$ cat src/hw/rtl/raycast_wall_column_texturer_core_defines.svh
// Assertion macros shared by the wall column texturer RTL.
`ifndef RAYCAST_WALL_COLUMN_TEXTURER_CORE_DEFINES_SVH
`define RAYCAST_WALL_COLUMN_TEXTURER_CORE_DEFINES_SVH

// Same-cycle implication, disabled while reset is asserted.
`define RWCT_ASSERT_IMPL(label, clk, rst_n, ante, cons) \
    label: assert property (@(posedge clk) disable iff (!(rst_n)) (ante) |-> (cons)) \
        else $error("rwct assertion failed");

// Next-cycle implication, disabled while reset is asserted.
`define RWCT_ASSERT_NEXT(label, clk, rst_n, ante, cons) \
    label: assert property (@(posedge clk) disable iff (!(rst_n)) (ante) |=> (cons)) \
        else $error("rwct assertion failed");

`endif

$ cat src/hw/rtl/rwct_pkg.sv
// Shared types and constants for the wall column texturer.
package rwct_pkg;

    localparam int COL_W     = 12;   // screen column / row / texel output width
    localparam int DIM_W     = 13;   // texture dimensions and screen height
    localparam int DIST_W    = 32;
    localparam int HFRAC_W   = 16;   // hit fractions, 0.16
    localparam int SIDE_W    = 2;
    localparam int H_W       = 31;   // wall height, saturates at INT_MAX
    localparam int CFG_IDX_W = 1;

    localparam logic [H_W-1:0]   INT_MAX_H   = {H_W{1'b1}};
    localparam logic [DIM_W-1:0] TEX_DIM_RST = 13'd64;

    // command codes
    localparam logic CMD_START = 1'b0;
    localparam logic CMD_PIXEL = 1'b1;

    // configuration register indexes
    localparam logic [CFG_IDX_W-1:0] CFG_TEX_WIDTH  = 1'b0;
    localparam logic [CFG_IDX_W-1:0] CFG_TEX_HEIGHT = 1'b1;

    // hit side bits: bit 1 selects the y fraction, bit 0 clear mirrors it
    localparam int SIDE_Y_BIT   = 1;
    localparam int SIDE_FWD_BIT = 0;

    typedef struct packed {
        logic load;          // start transfer: latch fields, drop old span
        logic pixel;         // pixel transfer
        logic h_inf;         // zero distance: height saturates
        logic div_start;
        logic div_sel;       // 0 height division, 1 step division
        logic h_capture;
        logic step_capture;
        logic mul_capture;
        logic commit;
    } t_dp_cmd;

    typedef struct packed {
        logic div_busy;
        logic div_done;
        logic dist_zero;
        logic h_zero;
        logic out_valid;
    } t_dp_sts;

endpackage

$ cat src/hw/rtl/rwct_channels.sv
// Valid/ready channel interfaces for column items and pixel results.
interface rwct_item_if;
    logic                               valid;
    logic                               ready;
    logic                               command;
    logic [rwct_pkg::COL_W-1:0]         column;
    logic [rwct_pkg::DIST_W-1:0]        distance;
    logic [rwct_pkg::SIDE_W-1:0]        hit_face;
    logic [rwct_pkg::HFRAC_W-1:0]       hit_frac_x;
    logic [rwct_pkg::HFRAC_W-1:0]       hit_frac_y;
    logic                               shade;

    modport source (output valid, command, column, distance, hit_face,
                    hit_frac_x, hit_frac_y, shade, input ready);
    modport sink   (input valid, command, column, distance, hit_face,
                    hit_frac_x, hit_frac_y, shade, output ready);
endinterface

interface rwct_pixel_if;
    logic                          valid;
    logic                          ready;
    logic [rwct_pkg::COL_W-1:0]    pixel_column;
    logic [rwct_pkg::COL_W-1:0]    pixel_row;
    logic [rwct_pkg::COL_W-1:0]    texel_x;
    logic [rwct_pkg::COL_W-1:0]    texel_y;
    logic                          pixel_dark;
    logic                          last;

    modport source (output valid, pixel_column, pixel_row, texel_x, texel_y,
                    pixel_dark, last, input ready);
    modport sink   (input valid, pixel_column, pixel_row, texel_x, texel_y,
                    pixel_dark, last, output ready);
endinterface

$ cat src/hw/rtl/raycast_wall_column_texturer_core.sv
// Top level of the textured wall column stepper for a raycaster.
//
// A start transfer (command 0) turns the ray's perpendicular distance
// (unsigned, FRAC_BITS fraction bits) into a wall height of
// SCREEN_HEIGHT / distance, saturating at 2^31-1 for tiny or zero
// distances; a height below one opens no span. It also latches the texture
// column (from hit side and hit fraction, clamped to width-1, zero for a
// zero-width texture), the per-row texture step, and the vertical span:
// centered with the texture starting at row 0 for short walls, or the whole
// screen with a centered texture offset for tall ones. Each pixel transfer
// (command 1) then yields one pixel, top to bottom, with "last" set on the
// bottom row; a pixel transfer with no live span yields nothing, and a new
// start drops any span still in progress. Texture size is taken from the
// config registers at the start transfer.
//
// Timing: pixel transfers go at one per cycle while the sink keeps up. A
// pixel held in the output register blocks the item channel until it is
// taken; the next item can enter in the same cycle the pixel leaves.
// A start transfer occupies the block while the shared one-bit-per-cycle
// divider runs twice, once for the height and once for the texture step;
// no item is taken meanwhile. A start that ends with no span returns after
// the height divide. Config writes are accepted in any cycle.
module raycast_wall_column_texturer_core #(
    parameter int SCREEN_HEIGHT = 480,
    parameter int FRAC_BITS     = 16
) (
    input  logic                               i_clk,
    input  logic                               i_rst_n,
    input  logic                               i_cfg_we,
    input  logic [rwct_pkg::CFG_IDX_W-1:0]     i_cfg_idx,
    input  logic [rwct_pkg::DIM_W-1:0]         i_cfg_wdata,
    rwct_item_if.sink                          i_item,
    rwct_pixel_if.source                       o_pixel
);
    rwct_pkg::t_dp_cmd w_cmd;   // sequencer -> datapath
    rwct_pkg::t_dp_sts w_sts;   // datapath -> sequencer

    // handshake and setup sequencing
    rwct_ctrl u_ctrl (
        .i_clk        (i_clk),
        .i_rst_n      (i_rst_n),
        .i_in_valid   (i_item.valid),
        .i_in_command (i_item.command),
        .i_out_ready  (o_pixel.ready),
        .i_sts        (w_sts),
        .o_in_ready   (i_item.ready),
        .o_cmd        (w_cmd)
    );

    // arithmetic, span state and the output register
    rwct_dp #(
        .SCREEN_HEIGHT (SCREEN_HEIGHT),
        .FRAC_BITS     (FRAC_BITS)
    ) u_dp (
        .i_clk          (i_clk),
        .i_rst_n        (i_rst_n),
        .i_cmd          (w_cmd),
        .o_sts          (w_sts),
        .i_cfg_we       (i_cfg_we),
        .i_cfg_idx      (i_cfg_idx),
        .i_cfg_wdata    (i_cfg_wdata),
        .i_column       (i_item.column),
        .i_distance     (i_item.distance),
        .i_hit_face     (i_item.hit_face),
        .i_hit_frac_x   (i_item.hit_frac_x),
        .i_hit_frac_y   (i_item.hit_frac_y),
        .i_shade        (i_item.shade),
        .i_out_ready    (o_pixel.ready),
        .o_out_valid    (o_pixel.valid),
        .o_pixel_column (o_pixel.pixel_column),
        .o_pixel_row    (o_pixel.pixel_row),
        .o_texel_x      (o_pixel.texel_x),
        .o_texel_y      (o_pixel.texel_y),
        .o_pixel_dark   (o_pixel.pixel_dark),
        .o_last         (o_pixel.last)
    );
endmodule

$ cat src/hw/rtl/rwct_div.sv
// Restoring unsigned divider, one quotient bit per cycle.
module rwct_div #(
    parameter int NUM_W = 29,
    parameter int DEN_W = 32
) (
    input  logic             i_clk,
    input  logic             i_rst_n,
    input  logic             i_start,
    input  logic [NUM_W-1:0] i_num,
    input  logic [DEN_W-1:0] i_den,
    output logic             o_busy,
    output logic             o_done,
    output logic [NUM_W-1:0] o_quo
);
    localparam int CNT_W = (NUM_W > 1) ? $clog2(NUM_W) : 1;

    logic [NUM_W-1:0] r_num;   // dividend shifts out, quotient shifts in
    logic [DEN_W-1:0] r_rem;
    logic [DEN_W-1:0] r_den;
    logic [CNT_W-1:0] r_cnt;
    logic             r_busy;
    logic             r_done;

    logic [DEN_W:0] w_trial;
    logic [DEN_W:0] w_diff;
    logic           w_ge;

    assign w_trial = {r_rem, r_num[NUM_W-1]};
    assign w_diff  = w_trial - {1'b0, r_den};
    assign w_ge    = (w_trial >= {1'b0, r_den});

    always_ff @(posedge i_clk) begin
        if (i_start) begin
            r_num <= i_num;
            r_rem <= '0;
            r_den <= i_den;
            r_cnt <= CNT_W'(NUM_W - 1);
        end else if (r_busy) begin
            r_rem <= w_ge ? w_diff[DEN_W-1:0] : w_trial[DEN_W-1:0];
            r_num <= {r_num[NUM_W-2:0], w_ge};
            r_cnt <= r_cnt - 1'b1;
        end
    end

    always_ff @(posedge i_clk) begin
        if (!i_rst_n) begin
            r_busy <= 1'b0;
            r_done <= 1'b0;
        end else begin
            r_done <= r_busy && (r_cnt == '0);
            if (i_start) begin
                r_busy <= 1'b1;
            end else if (r_busy && (r_cnt == '0)) begin
                r_busy <= 1'b0;
            end
        end
    end

    assign o_busy = r_busy;
    assign o_done = r_done;
    assign o_quo  = r_num;
endmodule

$ cat src/hw/rtl/rwct_ctrl.sv
// Sequencer: input handshake and start-item setup steps.
`include "raycast_wall_column_texturer_core_defines.svh"

module rwct_ctrl (
    input  logic              i_clk,
    input  logic              i_rst_n,
    input  logic              i_in_valid,
    input  logic              i_in_command,
    input  logic              i_out_ready,
    input  rwct_pkg::t_dp_sts i_sts,
    output logic              o_in_ready,
    output rwct_pkg::t_dp_cmd o_cmd
);
    localparam logic [2:0] S_IDLE   = 3'd0;
    localparam logic [2:0] S_HGO    = 3'd1;
    localparam logic [2:0] S_HWAIT  = 3'd2;
    localparam logic [2:0] S_HTEST  = 3'd3;
    localparam logic [2:0] S_SWAIT  = 3'd4;
    localparam logic [2:0] S_MUL    = 3'd5;
    localparam logic [2:0] S_COMMIT = 3'd6;

    logic [2:0] r_state;
    logic [2:0] n_state;
    logic       w_accept;

    assign o_in_ready = (r_state == S_IDLE) && (!i_sts.out_valid || i_out_ready);
    assign w_accept   = i_in_valid && o_in_ready;

    always_comb begin
        n_state = r_state;
        o_cmd   = '0;
        unique case (r_state)
            S_IDLE: begin
                if (w_accept) begin
                    if (i_in_command == rwct_pkg::CMD_START) begin
                        o_cmd.load = 1'b1;
                        n_state    = S_HGO;
                    end else begin
                        o_cmd.pixel = 1'b1;
                    end
                end
            end
            S_HGO: begin
                if (i_sts.dist_zero) begin
                    o_cmd.h_inf = 1'b1;
                    n_state     = S_HTEST;
                end else begin
                    o_cmd.div_start = 1'b1;
                    n_state         = S_HWAIT;
                end
            end
            S_HWAIT: begin
                if (i_sts.div_done) begin
                    o_cmd.h_capture = 1'b1;
                    n_state         = S_HTEST;
                end
            end
            S_HTEST: begin
                if (i_sts.h_zero) begin
                    n_state = S_IDLE;
                end else begin
                    o_cmd.div_start = 1'b1;
                    o_cmd.div_sel   = 1'b1;
                    n_state         = S_SWAIT;
                end
            end
            S_SWAIT: begin
                if (i_sts.div_done) begin
                    o_cmd.step_capture = 1'b1;
                    n_state            = S_MUL;
                end
            end
            S_MUL: begin
                o_cmd.mul_capture = 1'b1;
                n_state           = S_COMMIT;
            end
            S_COMMIT: begin
                o_cmd.commit = 1'b1;
                n_state      = S_IDLE;
            end
            default: begin
                n_state = S_IDLE;
            end
        endcase
    end

    always_ff @(posedge i_clk) begin
        if (!i_rst_n) begin
            r_state <= S_IDLE;
        end else begin
            r_state <= n_state;
        end
    end

    `RWCT_ASSERT_IMPL(a_div_free, i_clk, i_rst_n, o_cmd.div_start, !i_sts.div_busy)
    `RWCT_ASSERT_NEXT(a_start_blocks, i_clk, i_rst_n, o_cmd.load, !o_in_ready)
endmodule

$ cat src/hw/rtl/rwct_dp.sv
// Datapath: config registers, height/step math, span stepper, output register.
`include "raycast_wall_column_texturer_core_defines.svh"

module rwct_dp #(
    parameter int SCREEN_HEIGHT = 480,
    parameter int FRAC_BITS     = 16
) (
    input  logic                               i_clk,
    input  logic                               i_rst_n,
    input  rwct_pkg::t_dp_cmd                  i_cmd,
    output rwct_pkg::t_dp_sts                  o_sts,
    input  logic                               i_cfg_we,
    input  logic [rwct_pkg::CFG_IDX_W-1:0]     i_cfg_idx,
    input  logic [rwct_pkg::DIM_W-1:0]         i_cfg_wdata,
    input  logic [rwct_pkg::COL_W-1:0]         i_column,
    input  logic [rwct_pkg::DIST_W-1:0]        i_distance,
    input  logic [rwct_pkg::SIDE_W-1:0]        i_hit_face,
    input  logic [rwct_pkg::HFRAC_W-1:0]       i_hit_frac_x,
    input  logic [rwct_pkg::HFRAC_W-1:0]       i_hit_frac_y,
    input  logic                               i_shade,
    input  logic                               i_out_ready,
    output logic                               o_out_valid,
    output logic [rwct_pkg::COL_W-1:0]         o_pixel_column,
    output logic [rwct_pkg::COL_W-1:0]         o_pixel_row,
    output logic [rwct_pkg::COL_W-1:0]         o_texel_x,
    output logic [rwct_pkg::COL_W-1:0]         o_texel_y,
    output logic                               o_pixel_dark,
    output logic                               o_last
);
    localparam int DIM_W  = rwct_pkg::DIM_W;
    localparam int COL_W  = rwct_pkg::COL_W;
    localparam int H_W    = rwct_pkg::H_W;
    localparam int HF_W   = rwct_pkg::HFRAC_W;
    localparam int NUM_W  = FRAC_BITS + DIM_W;    // dividend width for both divides
    localparam int ACC_W  = FRAC_BITS + COL_W;    // texture row accumulator, mod 2^ACC_W
    localparam int QX_W   = (NUM_W > 32) ? NUM_W : 32;
    localparam int F_W    = HF_W + 1;
    localparam int PROD_W = F_W + DIM_W;

    // configuration
    logic [DIM_W-1:0] r_cfg_tw;
    logic [DIM_W-1:0] r_cfg_th;

    // fields latched on a start transfer
    logic [COL_W-1:0]                r_col;
    logic                            r_dark;
    logic [rwct_pkg::SIDE_W-1:0]     r_side;
    logic [HF_W-1:0]                 r_fx;
    logic [HF_W-1:0]                 r_fy;
    logic [rwct_pkg::DIST_W-1:0]     r_dist;
    logic [DIM_W-1:0]                r_tw;
    logic [DIM_W-1:0]                r_th;

    // setup results
    logic [PROD_W-1:0] r_prod;
    logic [H_W-1:0]    r_h;
    logic [NUM_W-1:0]  r_step;
    logic [NUM_W-1:0]  r_sprod;

    // live span
    logic              r_active;
    logic [DIM_W-1:0]  r_row;
    logic [DIM_W-1:0]  r_end;
    logic [ACC_W-1:0]  r_acc;
    logic [ACC_W-1:0]  r_inc;
    logic [COL_W-1:0]  r_tx;
    logic [COL_W-1:0]  r_scol;
    logic              r_sdark;

    // output register
    logic              r_out_valid;
    logic [COL_W-1:0]  r_o_col;
    logic [COL_W-1:0]  r_o_row;
    logic [COL_W-1:0]  r_o_tx;
    logic [COL_W-1:0]  r_o_ty;
    logic              r_o_dark;
    logic              r_o_last;

    logic [NUM_W-1:0]            w_div_num;
    logic [rwct_pkg::DIST_W-1:0] w_div_den;
    logic [NUM_W-1:0]            w_quo;
    logic                        w_div_busy;
    logic                        w_div_done;
    logic [QX_W-1:0]             w_q_ext;
    logic [NUM_W-1:0]            w_tex_num;
    logic [NUM_W-1:0]            w_diff;
    logic [F_W-1:0]              w_frac;
    logic [DIM_W:0]              w_t;
    logic [DIM_W:0]              w_tw_m1;
    logic [DIM_W:0]              w_tx;
    logic [DIM_W-1:0]            w_sh;
    logic [DIM_W-1:0]            w_h_lo;
    logic [DIM_W-1:0]            w_row0;
    logic                        w_short;
    logic                        w_fin;
    logic                        w_emit;

    // configuration writes
    always_ff @(posedge i_clk) begin
        if (!i_rst_n) begin
            r_cfg_tw <= rwct_pkg::TEX_DIM_RST;
            r_cfg_th <= rwct_pkg::TEX_DIM_RST;
        end else if (i_cfg_we) begin
            unique case (i_cfg_idx)
                rwct_pkg::CFG_TEX_WIDTH:  r_cfg_tw <= i_cfg_wdata;
                rwct_pkg::CFG_TEX_HEIGHT: r_cfg_th <= i_cfg_wdata;
                default: ;
            endcase
        end
    end

    // texture column: pick fraction, mirror on north/east, scale by width
    always_comb begin
        w_frac = r_side[rwct_pkg::SIDE_Y_BIT] ? {1'b0, r_fy} : {1'b0, r_fx};
        if (!r_side[rwct_pkg::SIDE_FWD_BIT]) begin
            w_frac = {1'b1, {HF_W{1'b0}}} - w_frac;
        end
    end

    assign w_t     = r_prod[PROD_W-1:HF_W];
    assign w_tw_m1 = {1'b0, r_tw} - 1'b1;
    assign w_tx    = (r_tw == '0) ? '0 : ((w_t > w_tw_m1) ? w_tw_m1 : w_t);

    // shared divider operands
    assign w_tex_num = {r_th, {FRAC_BITS{1'b0}}};
    assign w_div_num = i_cmd.div_sel ? w_tex_num
                                     : {DIM_W'(SCREEN_HEIGHT), {FRAC_BITS{1'b0}}};
    assign w_div_den = i_cmd.div_sel ? {1'b0, r_h} : r_dist;
    assign w_q_ext   = QX_W'(w_quo);

    rwct_div #(
        .NUM_W (NUM_W),
        .DEN_W (rwct_pkg::DIST_W)
    ) u_div (
        .i_clk   (i_clk),
        .i_rst_n (i_rst_n),
        .i_start (i_cmd.div_start),
        .i_num   (w_div_num),
        .i_den   (w_div_den),
        .o_busy  (w_div_busy),
        .o_done  (w_div_done),
        .o_quo   (w_quo)
    );

    // span geometry
    assign w_sh    = DIM_W'(SCREEN_HEIGHT);
    assign w_h_lo  = r_h[DIM_W-1:0];
    assign w_short = (r_h < H_W'(SCREEN_HEIGHT));
    assign w_row0  = (w_sh - w_h_lo) >> 1;
    assign w_diff  = w_tex_num - r_sprod;

    assign w_fin  = (({1'b0, r_row} + 1'b1) >= {1'b0, r_end});
    assign w_emit = i_cmd.pixel && r_active;

    always_ff @(posedge i_clk) begin
        if (i_cmd.load) begin
            r_col  <= i_column;
            r_dark <= i_shade;
            r_side <= i_hit_face;
            r_fx   <= i_hit_frac_x;
            r_fy   <= i_hit_frac_y;
            r_dist <= i_distance;
            r_tw   <= r_cfg_tw;
            r_th   <= r_cfg_th;
        end
        r_prod <= PROD_W'(w_frac) * PROD_W'(r_tw);
        if (i_cmd.h_inf) begin
            r_h <= rwct_pkg::INT_MAX_H;
        end else if (i_cmd.h_capture) begin
            r_h <= (w_q_ext > QX_W'(rwct_pkg::INT_MAX_H)) ? rwct_pkg::INT_MAX_H
                                                          : w_q_ext[H_W-1:0];
        end
        if (i_cmd.step_capture) begin
            r_step <= w_quo;
        end
        if (i_cmd.mul_capture) begin
            r_sprod <= NUM_W'(r_step * NUM_W'(SCREEN_HEIGHT));
        end
        if (i_cmd.commit) begin
            r_scol  <= r_col;
            r_sdark <= r_dark;
            r_tx    <= w_tx[COL_W-1:0];
            r_inc   <= r_step[ACC_W-1:0];
            if (w_short) begin
                r_row <= w_row0;
                r_end <= w_row0 + w_h_lo;
                r_acc <= '0;
            end else begin
                r_row <= '0;
                r_end <= w_sh;
                r_acc <= w_diff[NUM_W-1:1];
            end
        end else if (w_emit) begin
            r_row <= r_row + 1'b1;
            r_acc <= r_acc + r_inc;
        end
        if (w_emit) begin
            r_o_col  <= r_scol;
            r_o_row  <= r_row[COL_W-1:0];
            r_o_tx   <= r_tx;
            r_o_ty   <= r_acc[ACC_W-1:FRAC_BITS];
            r_o_dark <= r_sdark;
            r_o_last <= w_fin;
        end
    end

    always_ff @(posedge i_clk) begin
        if (!i_rst_n) begin
            r_active    <= 1'b0;
            r_out_valid <= 1'b0;
        end else begin
            if (i_cmd.load) begin
                r_active <= 1'b0;
            end else if (i_cmd.commit) begin
                r_active <= 1'b1;
            end else if (w_emit && w_fin) begin
                r_active <= 1'b0;
            end
            if (w_emit) begin
                r_out_valid <= 1'b1;
            end else if (i_out_ready) begin
                r_out_valid <= 1'b0;
            end
        end
    end

    assign o_sts.div_busy  = w_div_busy;
    assign o_sts.div_done  = w_div_done;
    assign o_sts.dist_zero = (r_dist == '0);
    assign o_sts.h_zero    = (r_h == '0);
    assign o_sts.out_valid = r_out_valid;

    assign o_out_valid    = r_out_valid;
    assign o_pixel_column = r_o_col;
    assign o_pixel_row    = r_o_row;
    assign o_texel_x      = r_o_tx;
    assign o_texel_y      = r_o_ty;
    assign o_pixel_dark   = r_o_dark;
    assign o_last         = r_o_last;

    `RWCT_ASSERT_IMPL(a_span_in_range, i_clk, i_rst_n, r_active, r_row < r_end)
    `RWCT_ASSERT_IMPL(a_no_overwrite, i_clk, i_rst_n, w_emit, !r_out_valid || i_out_ready)
    `RWCT_ASSERT_NEXT(a_last_closes, i_clk, i_rst_n, w_emit && w_fin, !r_active)
endmodule

$ cat src/flat_wrapper.sv
// flat-port wrapper written by rule: the top's interface ports become plain ports
module raycast_wall_column_texturer_core_flat 
#(
    parameter int SCREEN_HEIGHT = 480,
    parameter int FRAC_BITS     = 16
)
  (i_clk, i_rst_n, i_cfg_we, i_cfg_idx, i_cfg_wdata, i_item_valid, i_item_command, i_item_column, i_item_distance, i_item_hit_face, i_item_hit_frac_x, i_item_hit_frac_y, i_item_shade, i_item_ready, o_pixel_valid, o_pixel_pixel_column, o_pixel_pixel_row, o_pixel_texel_x, o_pixel_texel_y, o_pixel_pixel_dark, o_pixel_last, o_pixel_ready);
  rwct_item_if i_item_i ();
  rwct_pixel_if o_pixel_i ();
  input  logic i_clk;
  input  logic i_rst_n;
  input  logic i_cfg_we;
  input  logic [rwct_pkg::CFG_IDX_W-1:0] i_cfg_idx;
  input  logic [rwct_pkg::DIM_W-1:0] i_cfg_wdata;
  input wire logic [$bits(i_item_i.valid)-1:0] i_item_valid;
  input wire logic [$bits(i_item_i.command)-1:0] i_item_command;
  input wire logic [$bits(i_item_i.column)-1:0] i_item_column;
  input wire logic [$bits(i_item_i.distance)-1:0] i_item_distance;
  input wire logic [$bits(i_item_i.hit_face)-1:0] i_item_hit_face;
  input wire logic [$bits(i_item_i.hit_frac_x)-1:0] i_item_hit_frac_x;
  input wire logic [$bits(i_item_i.hit_frac_y)-1:0] i_item_hit_frac_y;
  input wire logic [$bits(i_item_i.shade)-1:0] i_item_shade;
  output wire logic [$bits(i_item_i.ready)-1:0] i_item_ready;
  output wire logic [$bits(o_pixel_i.valid)-1:0] o_pixel_valid;
  output wire logic [$bits(o_pixel_i.pixel_column)-1:0] o_pixel_pixel_column;
  output wire logic [$bits(o_pixel_i.pixel_row)-1:0] o_pixel_pixel_row;
  output wire logic [$bits(o_pixel_i.texel_x)-1:0] o_pixel_texel_x;
  output wire logic [$bits(o_pixel_i.texel_y)-1:0] o_pixel_texel_y;
  output wire logic [$bits(o_pixel_i.pixel_dark)-1:0] o_pixel_pixel_dark;
  output wire logic [$bits(o_pixel_i.last)-1:0] o_pixel_last;
  input wire logic [$bits(o_pixel_i.ready)-1:0] o_pixel_ready;
  assign i_item_i.valid = i_item_valid;
  assign i_item_i.command = i_item_command;
  assign i_item_i.column = i_item_column;
  assign i_item_i.distance = i_item_distance;
  assign i_item_i.hit_face = i_item_hit_face;
  assign i_item_i.hit_frac_x = i_item_hit_frac_x;
  assign i_item_i.hit_frac_y = i_item_hit_frac_y;
  assign i_item_i.shade = i_item_shade;
  assign i_item_ready = i_item_i.ready;
  assign o_pixel_valid = o_pixel_i.valid;
  assign o_pixel_pixel_column = o_pixel_i.pixel_column;
  assign o_pixel_pixel_row = o_pixel_i.pixel_row;
  assign o_pixel_texel_x = o_pixel_i.texel_x;
  assign o_pixel_texel_y = o_pixel_i.texel_y;
  assign o_pixel_pixel_dark = o_pixel_i.pixel_dark;
  assign o_pixel_last = o_pixel_i.last;
  assign o_pixel_i.ready = o_pixel_ready;
  raycast_wall_column_texturer_core #(.SCREEN_HEIGHT(SCREEN_HEIGHT), .FRAC_BITS(FRAC_BITS)) u_core (.i_clk(i_clk), .i_rst_n(i_rst_n), .i_cfg_we(i_cfg_we), .i_cfg_idx(i_cfg_idx), .i_cfg_wdata(i_cfg_wdata), .i_item(i_item_i), .o_pixel(o_pixel_i));
endmodule
$ cat config.mk
export PLATFORM = sky130hd
export DESIGN_NAME = raycast_wall_column_texturer_core_flat
export DESIGN_NICKNAME = d
export VERILOG_FILES = /design/src/hw/rtl/rwct_pkg.sv /design/src/hw/rtl/rwct_channels.sv /design/src/hw/rtl/raycast_wall_column_texturer_core.sv /design/src/hw/rtl/rwct_div.sv /design/src/hw/rtl/rwct_ctrl.sv /design/src/hw/rtl/rwct_dp.sv /design/src/flat_wrapper.sv
export VERILOG_INCLUDE_DIRS = /design/src /design/src/hw/rtl
export SDC_FILE = /design/constraint.sdc
export NUM_CORES = 1
export LEC_CHECK = 0
export BUFFER_PORTS_ARGS = -buffer_cell sky130_fd_sc_hd__buf_2
export CAP_MARGIN = 20
export CORE_MARGIN = 2
export CORE_UTILIZATION = 60
export CTS_BUF_LIST = sky130_fd_sc_hd__clkbuf_8
export DETAILED_ROUTE_END_ITERATION = 12
export PLACE_DENSITY = 0.78
export SLEW_MARGIN = 10
export SYNTH_ARGS = -nofsm -noshare
export SYNTH_HDL_FRONTEND = slang
export SYNTH_SLANG_ARGS = --single-unit
export TNS_END_PERCENT = 10
$ cat constraint.sdc
create_clock -name i_clk -period 12.6 [get_ports i_clk]
set_input_delay 0.63 -clock i_clk [delete_from_list [all_inputs] [get_ports i_clk]]
set_output_delay 0.63 -clock i_clk [all_outputs]
set_load 0.02 [all_outputs]
======== Word-level counts from Yosys, hierarchy flattened ========
Index checks and enable logic that the tools add are counted.
W data, S select, Z words.
storage, ports and cells
  register bits ........................... 507
  input bits .............................. 99
  logic and storage cells ................. 130
cells by class
  add/subtract/negate cells ............... 10
  multipliers ............................. 2
  $lt $le $gt $ge ......................... 5
  eq/ne operators ......................... 10
  muxes and demuxes ....................... 43
  bitwise operators ....................... 2
  reductions and logical operators ........ 21
operators with widths
  operator                  count
  $mux W29                  3
  $mux W28                  3
  $mux W31                  2
  $ge A33 B32 Y1            1
  $logic_not A32 Y1         1
  $mux W32                  1
  $sub A32 B32 Y32          1
  $gt A29 B31 Y1 const B    1
  $logic_not A31 Y1         1
  $lt A31 B9 Y1 const B     1
  $mul A17 B13 Y30          1
  $mul A29 B4 Y24 const B   1
  $sub A29 B29 Y29          1
  $add A28 B28 Y28          1
  $mux W13                  2
  $mux W12                  2
  $mux W1                   18
  $pmux W3 S6               1
  $mux W17                  1
  $sub A17 B16 Y17 const A  1
  $mux W16                  1
  $mux W3                   5
  $add A13 B1 Y14 const B   1
  $ge A14 B13 Y1            1
  other kinds (23)          41

======== Logic depth before layout (Yosys ltp) ========
  word-level depth ........................ 10
  depth in mapped cells ................... 31
  gate-level depth less buffers ........... 29

======== Cells and area by module ========
A second synthesis with hierarchy kept.
unflattened totals
  cells, all modules ...................... 2,858
  area, all modules ....................... 31,642.8 µm²
modules (own cells, without submodules)
  module     instances  cells an instance  area an instance (µm²)  sequential area each (µm²)
  rwct_dp    1          2,260              25,577.0                10,870.4
  rwct_div   1          562                5,798.1                 2,612.5
  rwct_ctrl  1          36                 267.8                   60.1

======== Worst setup path after synthesis ========
OpenSTA, ideal clock, no wires.
  path kind ............................... register -> register
  start ................................... register u_core.u_dp.r_side[1] (netlist bit)
  end ..................................... register u_core.u_dp.r_prod[29]
  arrival time ............................ 7.112 ns
  setup slack ............................. 5.367 ns
  cell stages (with the launch flop) ...... 27
  clock period less this slack ............ 7.233 ns
  cells stage by stage .................... edfxtp_1 > buf_2 > buf_2 > buf_1 > mux2i_1 > a31oi_1 > xnor2_1 > clkbuf_1 > nand2_1 > fa_1 > fa_1 > inv_1 > fa_1 > fa_1 > inv_1 > fa_1 > inv_1 > ha_1 > a21o_1 > or4_1 > or3_1 > o211ai_1 > nand2_1 > o2bb2ai_1 > a2111oi_2 > o21bai_1 > xnor2_1
between the ends
  cells in the longest elaborated chain, start to end .. 4
ends and longest elaborated chain
  item                    line            RTL
  from (decl)             rwct_dp.sv:47   logic [rwct_pkg::SIDE_W-1:0] r_side;
  from (signal assigned)  rwct_dp.sv:159  r_side <= i_hit_face;
  $mux W16 (*)            rwct_dp.sv:114  w_frac = r_side[rwct_pkg::SIDE_Y_BIT] ? {1'b0, r_fy} : {1'b0, r_fx};
  $sub A17 B16 Y17        rwct_dp.sv:116  w_frac = {1'b1, {HF_W{1'b0}}} - w_frac;
  $mux W17 (*)            rwct_dp.sv:115  if (!r_side[rwct_pkg::SIDE_FWD_BIT]) begin
  $mul A17 B13 Y30 (*)    rwct_dp.sv:166  r_prod <= PROD_W'(w_frac) * PROD_W'(r_tw);
  to (signal assigned)    rwct_dp.sv:166
  to (decl)               rwct_dp.sv:55   logic [PROD_W-1:0] r_prod;
Mark *: on every way between the ends. The rest lies on a longest branch, timed or not.
A chain may end at the register's enable or synchronous reset.

======== Worst setup path in the final report ========
Ends and elaborated chain as after synthesis.

==> qor_table.md <==
| Item | Value | Unit |
| --- | --- | --- |
| Status | completed | - |
| Worst reg2reg endpoint | u_core.u_dp.r_prod[29] | - |
| Proportion of layout cells with a drive suffix above 1 | 0.1025 | - |
| Post-route DRC violation count | 0 | - |
| Buffer depth of the longest clock path | 3 | - |
| Highest clock frequency the design can meet | 0.1144 | GHz |
| Vertical die dimension | 232.9 | µm |
| Required time of the worst setup path | 13.16 | ns |
| CTS Root Buffer Type | clkbuf_8 | - |
| Seq pwr share | 0.246 | - |
| Fillcell total | 3,871 | - |
| Prevailing post-synth register cell | edfxtp_1 | - |
| First-pass GRT wire length | 112.7 | mm |
| Warnings from Yosys | 0 | - |
| Slew at the pin closest to its max-slew limit | 1.122 | ns |
| Post-synth EDFFs | 375 | - |
| Top Ports | 151 | - |
| Worst Reg2Reg Path Length in Cells | 27 | - |
| Origin of the worst min-delay path | i_item_distance[13] | - |
| Antenna-violating nets left | 0 | - |
| Post-synthesis to final-layout area growth | 9.908 | % |
| Path type of the worst setup path | flop to flop | - |
| Syn Nets | 3,484 | - |
| Number of clock buffers inserted by TritonCTS | 80 | - |
| Total count of hold-check failures in the final report | 0 | - |
| Clock-pin slew of the registers on the worst-case setup and hold paths | 0.07 | ns |
| # rows | 83 | - |
| Pin count of the biggest net entering global routing | 70 | - |
| GR met2 Demand/Resource | 0.4392 | - |
| Total routed wirelength | 69.81 | mm |
| FF+latch count, synth | 489 | - |
| RePlAce Congestion | 0.9246 | - |
| Number of max-slew violations in the final report | 0 | - |
| WP data arrival | 9.30 | ns |
| Final nets | 3,627 | - |
| Number of DRC markers after the initial detailed-route iteration | 1,674 | - |
| Pleak | 15.02 | nW |
| Drt pass-1 iters | 6 | - |
| Area of the die | 54,250 | µm² |
| Mean instance size in the synthesized netlist | 10.58 | µm² |
| Gr busiest metal | met2 | - |
| Diodes inserted | 0 | - |
| Max cap viols | 0 | - |
| Worst hold slack | 0.1104 | ns |
| Net Sw Frac | 0.4299 | - |
| CTS sink count | 489 | - |
| Post-layout util | 0.6696 | - |
| Number of failing setup endpoints in the final timing report | 0 | - |
| Hold path endpoint | u_core.u_dp.r_dist[13] | - |
| Share of flip-flops with an asynchronous set or reset | 0 | - |
| CTS H-tree lvls | 3 | - |
| Critical path capture point type | flop | - |
| Clock insertion delay at the later pin of the skew report | 0.69 | ns |
| Met1 global-route usage | 0.3442 | - |
| Critical path launch point type | flop | - |
| Summed instance area of the synthesized netlist | 31,440 | µm² |
| Die width | 232.9 | µm |
| Antenna violations before repair | 0 | - |
| Overall fraction of global-route tracks in use | 0.2632 | - |
| Vias post-DR | 22.15k | - |
| TritonCTS clock tree | yes | - |
| Total overflow reported by the global router | 0 | - |
| Cell type of the slowest stage on the worst timing path | edfxtp_1 | - |
| Cell depth of the worst hold path | 1 | - |
| Core area | 51,610 | µm² |
| Cell count after synthesis | 2,971 | - |
| Post-route fraction of the period consumed by the critical path | 0.6937 | - |
| Clock skew after layout | 0.03688 | ns |
| Relative max-transition margin | 0.2467 | - |
| Effective utilization at floorplan | 0.6092 | - |
| Minimum setup slack among reg-to-reg paths | 3.86 | ns |
| Clock power share | 0.157 | - |
| Time the worst path needs with I/O delays and setup | 8.741 | ns |
| Half-perimeter wire length after detailed placement | 51.96 | mm |
| Post-CTS setup repair buffer count | 0 | - |
| Cell mode on critical path | fa_1 | - |
| Resize count post-CTS | 0 | - |
| Highest ir drop seen on vdd | 392.7 | µV |
| Part of the power in combinational logic | 0.598 | - |
| Global Route met3 Usage | 0.05012 | - |
| Aggregate negative setup slack | 0 | ns |
| Routed wire per std cell | 18.08 | µm |
| Source of the worst register-to-register timing path | u_core.u_dp.r_side[1] | - |
| Worst stage delay on the critical path | 1.06 | ns |
| RSZ-0062 raised after global routing | false | - |
| # hold bufs at CTS | 0 | - |
| Library cells used by synthesis | 79 | - |
| Count of input and output buffers | 150 | - |
| Maximum net fanout on the critical path | 28 | - |
| Portion of the post-synthesis area used by sequential elements | 0.4307 | - |
| Cell internal pwr | 5.236 | mW |
| Post-DR vias/cell | 5.736 | - |
| Pwr dens | 265.8 | nW/µm² |
| Total net switching power | 3.949 | mW |
| Hold/Removal Path Class | input pin to flop | - |
| Vias in the first global route | 22.42k | - |
## area by class of cell
| type | count | area [µm²] | area share |
|---|---|---|---|
| clock inverters | 62 | 485.5 | 0.01405 |
| repair buffers | 178 | 988.4 | 0.02860 |
| flip-flops and latches | 489 | 13540 | 0.3919 |
| well taps | 680 | 850.8 | 0.02462 |
| inverters | 313 | 1176 | 0.03403 |
| clock buffers | 87 | 1197 | 0.03465 |
| multi-input cells | 2052 | 16320 | 0.4721 |
## layer usage
metal / up-vias / share of wire
li1: 10480 / -
met1: 10770 / 0.41
met2: 737 / 0.49
met3: 160 / 0.066
met4: 0 / 0.031
met5: - / 0
## cell families after synthesis
group / Yosys count / share of synthesized area
flip-flops: 489 / 0.4307
XOR/XNOR: 163 / 0.04540
multiplexers: 51 / 0.01635
adder cells (fa/ha/maj): 414 / 0.2142
AO/OA/AOI/OAI: 516 / 0.1059
AND/OR/NAND/NOR: 908 / 0.1357
buffers and inverters: 430 / 0.05177
## power groups by stage
stage,Clock [mW],Combinational [mW],Sequential (mW)
after global placement,0,5.19,2.27
after floorplan,0,4.32,2.20
after detailed placement,0,5.46,2.28
final,1.44,5.49,2.26
after global routing,1.54,6.29,2.28
after CTS,1.47,5.50,2.25
## cell usage after synthesis, types with 5 or more instances
| cell | count | area, µm² |
|---|---|---|
| nor2b_1 | 31 | 193.9 |
| nand3_1 | 69 | 345.3 |
| nor4_1 | 22 | 137.6 |
| o22ai_1 | 15 | 93.84 |
| o211ai_1 | 12 | 90.09 |
| nand4_1 | 20 | 125.1 |
| nand2_1 | 415 | 1558 |
| xnor2_1 | 111 | 972.2 |
| a211oi_1 | 16 | 120.1 |
| nor3_1 | 50 | 250.2 |
| clkbuf_1 | 102 | 382.9 |
| and3_1 | 20 | 125.1 |
| edfxtp_1 | 375 | 11260 |
| inv_1 | 312 | 1171 |
| o21ai_0 | 103 | 515.5 |
| a21oi_1 | 146 | 730.7 |
| a22o_1 | 9 | 78.83 |
| a21o_1 | 62 | 465.5 |
| nand2b_1 | 16 | 100.1 |
| a31oi_1 | 17 | 106.4 |
| o31ai_1 | 10 | 75.07 |
| o21ai_1 | 5 | 25.02 |
| fa_1 | 207 | 4144 |
| xor2_1 | 52 | 455.4 |
| nor2_1 | 112 | 420.4 |
| and2_1 | 124 | 775.7 |
| a21boi_0 | 29 | 217.7 |
| mux2i_1 | 48 | 480.5 |
| ha_1 | 207 | 2590 |
| o21a_1 | 27 | 202.7 |
| o21bai_1 | 16 | 120.1 |
| buf_2 | 11 | 55.05 |
| dfxtp_1 | 114 | 2282 |
## registers in the layout, summed over array words and instances, names as in the netlist, 13 cells and up
name / cells
u_core.u_dp.u_div.r_rem: 32
u_core.u_dp.r_prod: 14
u_core.u_dp.r_step: 28
u_core.u_dp.u_div.o_quo: 29
u_core.u_dp.r_h: 30
u_core.u_dp.r_fx: 16
u_core.u_dp.r_cfg_tw: 13
u_core.u_dp.r_inc: 28
u_core.u_dp.r_end: 13
u_core.u_dp.r_th: 13
u_core.u_dp.r_tw: 13
u_core.u_dp.r_row: 13
u_core.u_dp.u_div.r_den: 32
u_core.u_dp.r_cfg_th: 13
u_core.u_dp.r_sprod: 24
u_core.u_dp.r_dist: 32
u_core.u_dp.r_fy: 16
u_core.u_dp.r_acc: 28
## cells in the final DEF (no fill, tap or decap), drive strengths merged, types with 12 or more instances in the layout
master | synthesis | routed
o22ai | 15 | 15
a31oi | 17 | 17
nor2 | 113 | 113
nor2b | 31 | 31
inv | 312 | 344
fa | 207 | 207
and2 | 124 | 124
a21o | 62 | 62
buf | 15 | 176
nand4 | 20 | 20
xnor2 | 111 | 111
ha | 207 | 207
and3 | 20 | 20
a21boi | 29 | 29
nor3 | 51 | 51
nand2b | 16 | 16
nand2 | 415 | 415
clkinv | 1 | 24
a211oi | 16 | 16
edfxtp | 375 | 375
o21a | 27 | 27
xor2 | 52 | 52
a21oi | 148 | 148
dfxtp | 114 | 114
nor4 | 22 | 22
nand3 | 69 | 69
o21bai | 16 | 16
clkbuf | 102 | 89
o21ai | 109 | 109
o211ai | 12 | 12
mux2i | 48 | 48
## worst max-delay path: cells and delay by family (launching register included)
kind | cells | cell delay (ns)
compound gates | 8 | 1.74
simple gates | 6 | 1.14
flops | 1 | 1.06
fa+ha+maj | 6 | 2.94
buf+inv | 4 | 0.26
mux | 1 | 0.53
xor+xnor | 2 | 0.95
## worst max path at each step
| stage | from | endpoint | cells after the start |
|---|---|---|---|
| 6_report | u_core.u_dp.r_side[1] | u_core.u_dp.r_prod[29] | 27 |
| 5_1_grt | u_core.u_dp.r_side[1] | u_core.u_dp.r_prod[29] | 27 |
| 4_1_cts | u_core.u_dp.r_side[1] | u_core.u_dp.r_prod[29] | 27 |
| 3_5_place_dp | u_core.u_dp.r_side[1] | u_core.u_dp.r_prod[29] | 27 |
| 3_3_place_gp | u_core.u_dp.r_side[1] | u_core.u_dp.r_prod[29] | 26 |
| 2_1_floorplan | u_core.u_dp.r_side[1] | u_core.u_dp.r_prod[29] | 26 |
## per-stage QoR
stage                     setup WS [ns]  area [µm²]  total power, mW  instances
after floorplan                   5.367       31440            6.520       2971
after global placement            4.121       32810            7.463       3707
after detailed placement          3.818       32840            7.742       3709
after CTS                         3.802       34520            9.223       3858
after global routing              3.221       34560            10.10       3861
final                             3.859       34560            9.186       3861
No activity file was read; power rests on OpenSTA's default activity.
